==> config.mk <==
export PLATFORM = sky130hd
export DESIGN_NAME = thermocouple_emulation_dac_frame
export DESIGN_NICKNAME = d
export VERILOG_FILES = /design/src/tedf_pkg.sv /design/src/thermocouple_emulation_dac_frame.sv /design/src/tedf_front.sv /design/src/tedf_queue.sv /design/src/tedf_back.sv
export SDC_FILE = /design/constraint.sdc
export NUM_CORES = 2
export LEC_CHECK = 0
export BUFFER_PORTS_ARGS = -buffer_cell sky130_fd_sc_hd__buf_2
export CAP_MARGIN = 40
export CORE_UTILIZATION = 51
export DETAILED_ROUTE_END_ITERATION = 12
export PLACE_DENSITY = 0.69
export SYNTH_ARGS = -nofsm -noshare
export SYNTH_HDL_FRONTEND = slang
export SYNTH_SLANG_ARGS = --single-unit
export TNS_END_PERCENT = 50
==> constraint.sdc <==
create_clock -name clk -period 22 [get_ports clk]
set_input_delay 6.6 -clock clk [delete_from_list [all_inputs] [get_ports clk]]
set_output_delay 6.6 -clock clk [all_outputs]
set_load 0.05 [all_outputs]
==> src/tedf_pkg.sv <==
// ----------------------------------------------------------------------------
// tedf_pkg: shared widths and constants of the thermocouple emulation DAC frame
// Field widths, the scaled polynomial coefficients, the DAC code divisor and
// the frame layout used by the front pipeline, the code queue and the byte
// serializer.
// ----------------------------------------------------------------------------
package tedf_pkg;

	localparam int TempW  = 16;
	localparam int OffW   = 17;
	localparam int CodeW  = 18;
	localparam int ByteW  = 8;
	localparam int FrameW = 24;
	localparam int IdxW   = 2;

	// Byte counter value of the third and final byte of a frame.
	localparam logic [IdxW-1:0] LastByteIdx = 2'd2;

	// Polynomial scaled by 1024e9 (one quarter of the 4096e9 scale):
	// M = ((24000 - t)*t + 2508800000)*t + 54886400000 - 1024000000*offset
	localparam longint CoefSquare = 64'sd24000;
	localparam longint CoefLinear = 64'sd2508800000;
	localparam longint CoefConst  = 64'sd54886400000;
	localparam longint CoefOffset = 64'sd1024000000;

	// code = floor(M / DivConst) for positive M.
	localparam longint DivConst = 64'sd19519531250;

	// The code estimate is ((M >> HiDrop) * RecipConst) >> 40 with
	// RecipConst = floor(2^56 / DivConst). It is never above the true
	// quotient and at most one below it.
	localparam longint RecipConst = 64'sd3691563;
	localparam int     RecipW     = 22;
	localparam int     HiDrop     = 16;
	localparam int     DivW       = 35;

	// A positive M stays below 2^47 and its code below 2^13 over the full
	// 16-bit temperature and 17-bit offset ranges.
	localparam int MagW = 47;
	localparam int QuoW = 13;

	// Widths of the pipeline terms, sized from the full 16-bit and 17-bit ranges.
	localparam int AW    = 17;
	localparam int P1W   = 32;
	localparam int BW    = 33;
	localparam int P2W   = 48;
	localparam int OtW   = 47;
	localparam int MW    = 49;

	localparam int QueueDepthDef = 4;

endpackage

==> src/thermocouple_emulation_dac_frame.sv <==
// ----------------------------------------------------------------------------
// thermocouple_emulation_dac_frame: thermocouple emulator DAC frame generator
// Converts a temperature to the DAC code of the thermocouple voltage and
// sends the 24-bit DAC frame as three bytes.
// ----------------------------------------------------------------------------
// Each temperature item (1/16 degree Celsius) yields three frame bytes, most
// significant first, with last_byte set on the third. The byte serializer
// sends one byte per cycle while the output does not stall and takes no new
// code until the last byte of the current one is taken; the next code loads
// in the cycle its last byte is taken. The input is accepted on every cycle
// that the 6-stage polynomial and division pipeline can advance; each item
// passes the pipeline, a queue of QueueDepth codes and the serializer before
// its first byte appears. The offset register may only be written while no
// item is in flight.
module thermocouple_emulation_dac_frame import tedf_pkg::*; #(
	parameter int QueueDepth = QueueDepthDef
) (
	input  logic                    clk,
	input  logic                    arst_n,
	input  logic                    cfg_we,
	input  logic signed [OffW-1:0]  cfg_wdata,
	input  logic                    in_valid,
	output logic                    in_stall,
	input  logic signed [TempW-1:0] temperature,
	output logic                    out_valid,
	input  logic                    out_stall,
	output logic [ByteW-1:0]        frame_byte,
	output logic                    last_byte
);

	logic signed [OffW-1:0] offset_q;

	logic             fr_valid, fr_stall;
	logic [CodeW-1:0] fr_code;
	logic             bk_valid, bk_stall;
	logic [CodeW-1:0] bk_code;

	always_ff @(posedge clk or negedge arst_n) begin
		if (!arst_n) begin
			offset_q <= '0;
		end else if (cfg_we) begin
			offset_q <= cfg_wdata;
		end
	end

	tedf_front u_front (
		.clk               (clk),
		.arst_n            (arst_n),
		.offset_microvolts (offset_q),
		.in_valid          (in_valid),
		.in_stall          (in_stall),
		.temperature       (temperature),
		.out_valid         (fr_valid),
		.out_stall         (fr_stall),
		.out_code          (fr_code)
	);

	tedf_queue #(
		.Depth (QueueDepth)
	) u_queue (
		.clk       (clk),
		.arst_n    (arst_n),
		.in_valid  (fr_valid),
		.in_stall  (fr_stall),
		.in_code   (fr_code),
		.out_valid (bk_valid),
		.out_stall (bk_stall),
		.out_code  (bk_code)
	);

	tedf_back u_back (
		.clk        (clk),
		.arst_n     (arst_n),
		.in_valid   (bk_valid),
		.in_stall   (bk_stall),
		.in_code    (bk_code),
		.out_valid  (out_valid),
		.out_stall  (out_stall),
		.frame_byte (frame_byte),
		.last_byte  (last_byte)
	);

endmodule

==> src/tedf_front.sv <==
// ----------------------------------------------------------------------------
// tedf_front: polynomial and DAC code pipeline
// Three stages evaluate the scaled cubic in Horner form. A fourth stage
// estimates the code by multiplying the upper bits of the value with a scaled
// reciprocal of the full-scale constant, a fifth multiplies the estimate back,
// and a sixth adds one where the remainder still holds a whole divisor. The
// whole pipeline holds when its last stage has a code that the queue cannot
// take.
// ----------------------------------------------------------------------------
module tedf_front import tedf_pkg::*; (
	input  logic                    clk,
	input  logic                    arst_n,
	input  logic signed [OffW-1:0]  offset_microvolts,
	input  logic                    in_valid,
	output logic                    in_stall,
	input  logic signed [TempW-1:0] temperature,
	output logic                    out_valid,
	input  logic                    out_stall,
	output logic [CodeW-1:0]        out_code
);

	localparam int HiW    = MagW - HiDrop;
	localparam int QProdW = HiW + RecipW;
	localparam int QdW    = QuoW + DivW;
	localparam logic [RecipW-1:0] Recip   = RecipW'(RecipConst);
	localparam logic [DivW-1:0]   DivBase = DivW'(DivConst);

	logic adv;

	logic                    vld_s1, vld_s2, vld_s3, vld_s4, vld_s5, vld_s6;
	logic signed [TempW-1:0] t_s1;
	logic signed [P1W-1:0]   p1_s1;
	logic signed [OtW-1:0]   ot_s1, ot_s2;
	logic signed [P2W-1:0]   p2_s2;
	logic signed [MW-1:0]    m_s3;
	logic [MagW-1:0]         mag_s4, mag_s5;
	logic [QuoW-1:0]         quo_s4, quo_s5;
	logic [MagW-1:0]         qd_s5;
	logic [CodeW-1:0]        code_s6;

	logic signed [AW-1:0]    a_c;
	logic signed [BW-1:0]    prod1_c;
	logic signed [BW-1:0]    b_c;
	logic signed [P2W-1:0]   prod2_c;
	logic signed [OtW-1:0]   ot_c;
	logic signed [MW-1:0]    m_c;
	logic [MagW-1:0]         mag_c;
	logic [QProdW-1:0]       qprod_c;
	logic [QdW-1:0]          qd_c;
	logic [MagW-1:0]         rem_c;

	assign adv       = !(vld_s6 && out_stall);
	assign in_stall  = !adv;
	assign out_valid = vld_s6;
	assign out_code  = code_s6;

	always_comb begin
		a_c     = AW'(CoefSquare) - AW'(temperature);
		prod1_c = BW'(a_c) * BW'(temperature);
		ot_c    = OtW'(offset_microvolts) * OtW'(CoefOffset);
		b_c     = BW'(p1_s1) + BW'(CoefLinear);
		prod2_c = P2W'(b_c) * P2W'(t_s1);
		m_c     = MW'(p2_s2) + MW'(CoefConst) - MW'(ot_s2);
	end

	// A negative or zero voltage gives code zero, so the division only sees
	// positive values. The polynomial over its whole input range stays far
	// below full scale, so the quotient always fits the code width.
	always_comb begin
		mag_c   = (m_s3 > MW'(0)) ? MagW'($unsigned(m_s3)) : '0;
		qprod_c = QProdW'(mag_c[MagW-1:HiDrop]) * QProdW'(Recip);
		qd_c    = QdW'(quo_s4) * QdW'(DivBase);
		rem_c   = mag_s5 - qd_s5;
	end

	always_ff @(posedge clk or negedge arst_n) begin
		if (!arst_n) begin
			vld_s1 <= 1'b0;
			vld_s2 <= 1'b0;
			vld_s3 <= 1'b0;
			vld_s4 <= 1'b0;
			vld_s5 <= 1'b0;
			vld_s6 <= 1'b0;
		end else if (adv) begin
			vld_s1 <= in_valid;
			vld_s2 <= vld_s1;
			vld_s3 <= vld_s2;
			vld_s4 <= vld_s3;
			vld_s5 <= vld_s4;
			vld_s6 <= vld_s5;
		end
	end

	always_ff @(posedge clk) begin
		if (adv) begin
			t_s1    <= temperature;
			p1_s1   <= prod1_c[P1W-1:0];
			ot_s1   <= ot_c;
			p2_s2   <= prod2_c;
			ot_s2   <= ot_s1;
			m_s3    <= m_c;
			mag_s4  <= mag_c;
			quo_s4  <= qprod_c[QProdW-1 -: QuoW];
			mag_s5  <= mag_s4;
			quo_s5  <= quo_s4;
			qd_s5   <= qd_c[MagW-1:0];
			code_s6 <= (rem_c >= MagW'(DivBase)) ? CodeW'(quo_s5) + CodeW'(1)
				: CodeW'(quo_s5);
		end
	end

endmodule

==> src/tedf_queue.sv <==
// ----------------------------------------------------------------------------
// tedf_queue: code queue between the pipeline and the serializer
// A small FIFO of DAC codes that lets the front and the back stall on their
// own. Depth must be at least two.
// ----------------------------------------------------------------------------
module tedf_queue import tedf_pkg::*; #(
	parameter int Depth = QueueDepthDef
) (
	input  logic             clk,
	input  logic             arst_n,
	input  logic             in_valid,
	output logic             in_stall,
	input  logic [CodeW-1:0] in_code,
	output logic             out_valid,
	input  logic             out_stall,
	output logic [CodeW-1:0] out_code
);

	localparam int PtrW = $clog2(Depth);
	localparam int CntW = $clog2(Depth + 1);

	logic [CodeW-1:0] mem_q [Depth];
	logic [PtrW-1:0]  wr_ptr_q, rd_ptr_q;
	logic [CntW-1:0]  cnt_q;
	logic             push, pop;

	assign in_stall  = (cnt_q == CntW'(Depth));
	assign out_valid = (cnt_q != '0);
	assign out_code  = mem_q[rd_ptr_q];
	assign push      = in_valid && !in_stall;
	assign pop       = out_valid && !out_stall;

	always_ff @(posedge clk) begin
		if (push) begin
			mem_q[wr_ptr_q] <= in_code;
		end
	end

	always_ff @(posedge clk or negedge arst_n) begin
		if (!arst_n) begin
			wr_ptr_q <= '0;
			rd_ptr_q <= '0;
			cnt_q    <= '0;
		end else begin
			if (push) begin
				wr_ptr_q <= (wr_ptr_q == PtrW'(Depth - 1)) ? '0 : wr_ptr_q + 1'b1;
			end
			if (pop) begin
				rd_ptr_q <= (rd_ptr_q == PtrW'(Depth - 1)) ? '0 : rd_ptr_q + 1'b1;
			end
			case ({push, pop})
				2'b10:   cnt_q <= cnt_q + 1'b1;
				2'b01:   cnt_q <= cnt_q - 1'b1;
				default: cnt_q <= cnt_q;
			endcase
		end
	end

endmodule

==> src/tedf_back.sv <==
// ----------------------------------------------------------------------------
// tedf_back: frame byte serializer
// Loads a DAC code as the 24-bit frame code<<2 and sends its three bytes,
// most significant first, flagging the third. The next code loads in the
// cycle that the last byte is taken.
// ----------------------------------------------------------------------------
module tedf_back import tedf_pkg::*; (
	input  logic             clk,
	input  logic             arst_n,
	input  logic             in_valid,
	output logic             in_stall,
	input  logic [CodeW-1:0] in_code,
	output logic             out_valid,
	input  logic             out_stall,
	output logic [ByteW-1:0] frame_byte,
	output logic             last_byte
);

	logic              busy_q;
	logic [IdxW-1:0]   idx_q;
	logic [FrameW-1:0] frame_q;
	logic              taken, load;

	assign out_valid  = busy_q;
	assign last_byte  = (idx_q == LastByteIdx);
	assign frame_byte = frame_q[FrameW-1 -: ByteW];
	assign taken      = busy_q && !out_stall;
	assign in_stall   = busy_q && !(taken && last_byte);
	assign load       = in_valid && !in_stall;

	always_ff @(posedge clk or negedge arst_n) begin
		if (!arst_n) begin
			busy_q <= 1'b0;
			idx_q  <= '0;
		end else if (load) begin
			busy_q <= 1'b1;
			idx_q  <= '0;
		end else if (taken) begin
			if (last_byte) begin
				busy_q <= 1'b0;
			end
			idx_q <= idx_q + 1'b1;
		end
	end

	always_ff @(posedge clk) begin
		if (load) begin
			frame_q <= FrameW'({in_code, 2'b00});
		end else if (taken) begin
			frame_q <= frame_q << ByteW;
		end
	end

endmodule

# == Word level (Yosys, flattened, before mapping) ==
# Memories as Yosys holds them, arrays and structs flattened.
# Cells that the tools add are included.
# W data, S select, Z words.
# totals
ramBits,56
word_cells,82
memories,1
regBits,442
input_bits,38
out_inout_bits,11
# classes
mul,5
n_reduce_logical,15
magnitude_cmp,2
n_addsub,11
mux,14
n_eq_ne,6
# memory_table
name,depth,word_bits,rd,rd_clocked_by_memory_dff,wr,line,source
u_queue.mem_q,4,14,1,0,1,tedf_queue.sv:22,logic [CodeW-1:0] mem_q [Depth];
# op_table
cell,n
$mul A31 B22 Y53 const B,1
$add A48 B37 Y49 const B,1
$gt A49 B1 Y1 const B,1
$sub A49 B47 Y49,1
$mul A33 B16 Y48,1
$ge A47 B35 Y1 const B,1
$mux W47,1
$sub A47 B47 Y47,1
$mul A13 B34 Y46 const B,1
$mux W20,2
$add A32 B33 Y33 const B,1
$mul A17 B16 Y32,1
$mul A17 B15 Y31 const B,1
$sub A16 B16 Y17 const A,1
$add A13 B1 Y14 const B,1
$mux W13,1
$eq A2 B2 Y1 const B,4
$mux W2,4
$add A2 B1 Y2 const B,3
$logic_and A1 B1 Y1,6
$pmux W3 S2,1
$reduce_bool A2 Y1,3
$mux W1,5
$logic_not A1 Y1,4
other kinds (6),6

# == Logic depth before layout (Yosys ltp) ==
# logic_depth
word_depth,9
depth_mapped,35
ltp_nobuf,32

# == Modules after synthesis ==
# Synthesis repeated with hierarchy kept, for this count alone.
# hier_totals
hier_cells,6806
hier_area_um2,71609.9
# modules_own_cells
module,cells_per_inst,area_each_um2,n_inst
tedf_front,6560,66775.3,1
tedf_queue,134,3059.2,1
tedf_back,76,1089.8,1
thermocouple_emulation_dac_frame,36,685.7,1

# == Worst setup path after synthesis ==
# Ideal clock, no wire load.
# synth_path
path_type,input -> register
start,in temperature[0]
end,reg u_front.p1_s1[30] (data pin)
path_slack_ps,7927
t_arrival_ps,13816
setup_time_ps,258
path_stages,32
cell_sequence,clkinv_1 > buf_1 > ha_1 > nor3b_1 > nand2_1 > a21o_1 > and3_1 > ha_1 > nand2b_1 > fa_1 > inv_1 > fa_1 > inv_1 > fa_1 > inv_1 > fa_1 > inv_1 > fa_1 > inv_1 > fa_1 > ha_1 > or2_2 > o31ai_1 > a21oi_1 > a41oi_1 > a211oi_1 > a211o_1 > nor4_1 > o31a_1 > o21ai_0 > a21oi_1 > xnor2_1
# synth_between
elab_chain_len,2
# synth_lines
element,line,source
from (decl),thermocouple_emulation_dac_frame.sv:24,"input logic signed [TempW-1:0] temperature,"
$sub A16 B16 Y17,tedf_front.sv:58,a_c = AW'(CoefSquare) - AW'(temperature);
$mul A17 B16 Y32 *,tedf_front.sv:59,prod1_c = BW'(a_c) * BW'(temperature);
via u_front.prod1_c[30],tedf_front.sv:42,logic signed [BW-1:0] prod1_c;
to (signal assigned),tedf_front.sv:97,p1_s1 <= prod1_c[P1W-1:0];
to (decl),tedf_front.sv:32,logic signed [P1W-1:0] p1_s1;
# Mark *: on every way through the listed nets, which the timed path passes. The rest lies on a longest branch.
# A chain may end at the register's enable or synchronous reset.

# == Worst setup path after layout ==
# Ends and elaborated chain as after synthesis.

==> reports/summary.txt <==
Clock period minus worst slack: 14880 ps
Max-slew violations: 0
Layout area overhead: 5.837%
Multi-input gate area: 49260 um^2
Row count: 136
Clk slew on worst S/H paths: 60 ps
Crit share post-route: 67.63%
Most area-consuming cells after synthesis: fa_1 (33%), edfxtp_1 (19%), ha_1 (16%), inv_1 (8.7%), nand2_1 (2.6%)
Cell Area, Synth: 70610 um^2
ANT nets after route: 0
Cts hold-fix bufs: 0
I/O Buffers: 48
Cell taking the most area after synthesis: fa_1
CP arrival: 15270 ps
Total Nets Final: 8877
H-Tree Depth: 2
Clock sink count: 492
Commonest non-fill, non-tap cell in the layout: inv_1
Critical Path Max Stage Delay: 550 ps
Vias in the first global route: 49.79k
Maximum clock rate: 67.21 MHz
Vert. Die Dim: 374.1 um
Total wire length: 151.4 mm
Worst-path maximum fanout: 18
Worst Skew: 30.62 ps
CP top delay family: adder cells
# diodes: 0
Detailed placer's ending HPWL: 121.6 mm
Required @ worst endpoint: 22390 ps
DRT iter0 DRCs: 2301
CP startpoint kind: input port
Worst-case clock buffer depth: 3
Mean area per synthesized cell: 10.44 um^2
GRT overflow: 0
Net Count, Synth: 8879
Most frequent cells in the layout: inv_1 (1641), fa_1 (1173), ha_1 (904)
Number of gates resized after cts: 0
Worst Tran Pin Value: 902.9 ps
Fill cell count: 11.97k
CP dominant cell by count: fa_1
Slew headroom: 39.80%
Critical-path top delay cell: fa_1
Tot GR Track Use: 22.86%
WP buf/inv: 7
YS warnings: 0
MaxCap Viol Count: 0
Cell variety after synth: 84
Post-synth top flop: edfxtp_1
DRC: 1
Routability cong.: 0.9104
Post-CTS Setup Inserts: 0
Place WS: 6575 ps
Pin count of the biggest net entering global routing: 113
Run status: complete, but fails checks
Yosys reg bits: 492
Share of cells above drive strength 1: 4.010%
Starting density of the core: 51.36%
Register area: 14570 um^2
Post-synthesis cell count: 6764
TritonCTS clock tree: built
Vias per cell: 5.298
Clk_lat worst skew: 670 ps
Sequential cell area fraction in the yosys report: 20.63%
Initial antenna violation count: 1
EDFF count, synth: 455
Hold WC Path Type: reg -> reg
Total Neg Setup Slack: 0 ps
First-pass GRT wire length: 255.6 mm
1st-pass router iterations: 9
Crit path kind: in -> reg
Asr flop ratio synth: 6.707%
Die W: 374.1 um
Setup Viol. Count Final: 0
Fin worst setup slack: 7121 ps
CTS root buffer: clkbuf_16
Num CTS Buffers: 55
Placeable Area: 137500 um^2
Synth top area share: 33.26%
Hold slack final: 414.9 ps
IO Count: 49
Final hold violation count: 0
Worst setup EP type: flip-flop
Die area: 139900 um^2
Failing checks: DRC
Routed length per instance: 17.61 um
Via count: 45.58k
RSZ-0062 raised after global routing: no
[layout make-up]
class	instances	area share (%)
repair buffers	104	0.9359
multi-input cells	4466	65.92
well taps	1794	3.004
flip-flops and latches	492	19.50
clock inverters	39	0.4922
clock buffers	64	1.887
inverters	1643	8.263
[worst paths after layout]
check	from	to	slack, ps	cells past startpoint
max	temperature[0]	u_front.p1_s1[30]	7120	32
min	u_front.mag_s4[31]	u_front.mag_s5[31]	410	0
max reg2reg	u_front.m_s3[19]	u_front.quo_s4[12]	12270	32
min reg2reg	u_front.mag_s4[31]	u_front.mag_s5[31]	410	0
max in group asynchronous	arst_n	offset_q[13]	15840	2
min in group asynchronous	arst_n	u_back.idx_q[1]	5720	1
[synth_stat cells (all sizes together) (5+ instances only)]
cell	instances
xnor2	177
nor2b	72
a21o	113
o211ai	7
dfrtp	33
mux2	22
xor2	87
buf	16
o21a	40
or2	29
or3	23
edfxtp	455
mux4	14
fa	1173
nand2b	183
o31ai	14
nor4	23
clkbuf	147
ha	904
a221oi	5
o21bai	25
a211o	8
nor2	178
nand3	50
a41o	5
inv	1642
a211oi	19
o31a	9
o21ai	111
and4	5
nand4	31
a31oi	32
a21boi	8
a2111oi	7
nor3	61
a21oi	196
mux2i	11
nand2	483
and2	247
and3	33
o2111ai	5
[cells by family (layout without fill, tap and decap cells)]
| group | count (synthesis) | in the layout | synth area share (%) |
|---|---|---|---|
| AO/OA/AOI/OAI | 646 | 646 | 5.998 |
| XOR/XNOR | 264 | 264 | 3.275 |
| adder cells (fa/ha/maj) | 2077 | 2077 | 49.28 |
| buffers and inverters | 1806 | 1850 | 9.661 |
| flip-flops | 492 | 492 | 20.63 |
| multiplexers | 47 | 47 | 0.9533 |
| AND/OR/NAND/NOR | 1432 | 1432 | 10.20 |
[metal layers]
metal	share of wire [%]	track usage, %	wire length [um]
met5	0.0086	0	13
met4	3.7	8.192	5632
met3	3.7	2.069	5676
met2	51	41.25	77890
met1	41	28.48	62230
[worst reg2reg max path, delay by kind of cell, from the launching register on]
family                     cells  cell delay, ps
AOI/OAI and AO/OA             12            2690
xor gates and xnor gates       1             130
adders and majority gates      8            3490
buffers and inverters          6             810
DFF                            1             410
and+or+nand+nor                5            1970
[stage by stage]
step | cell area (um^2) | util, % | cells
2_1_floorplan | 70610 | - | 6764
3_3_place_gp | 72850 | 52.99 | 8491
3_5_place_dp | 72950 | 53.06 | 8499
4_1_cts | 74730 | 54.35 | 8602
5_1_grt | 74730 | 54.35 | 8602
6_report | 74730 | 54.35 | 8602
[registers in the layout, summed over array words and instances (netlist names), 13 cells and up]
register          flops
u_front.qd_s5        43
u_front.mag_s4       46
u_front.p2_s2        48
u_front.m_s3         49
u_front.quo_s4       13
u_front.out_code     14
u_front.ot_s1        31
offset_q             17
u_front.quo_s5       13
u_front.ot_s2        31
u_front.t_s1         15
u_queue.mem_q        56
u_back.frame_q       22
u_front.mag_s5       46
u_front.p1_s1        32
Power is left out: the tool's default activity adds up to more than one toggle a clock period on the data nets, which glitch-free logic cannot reach.
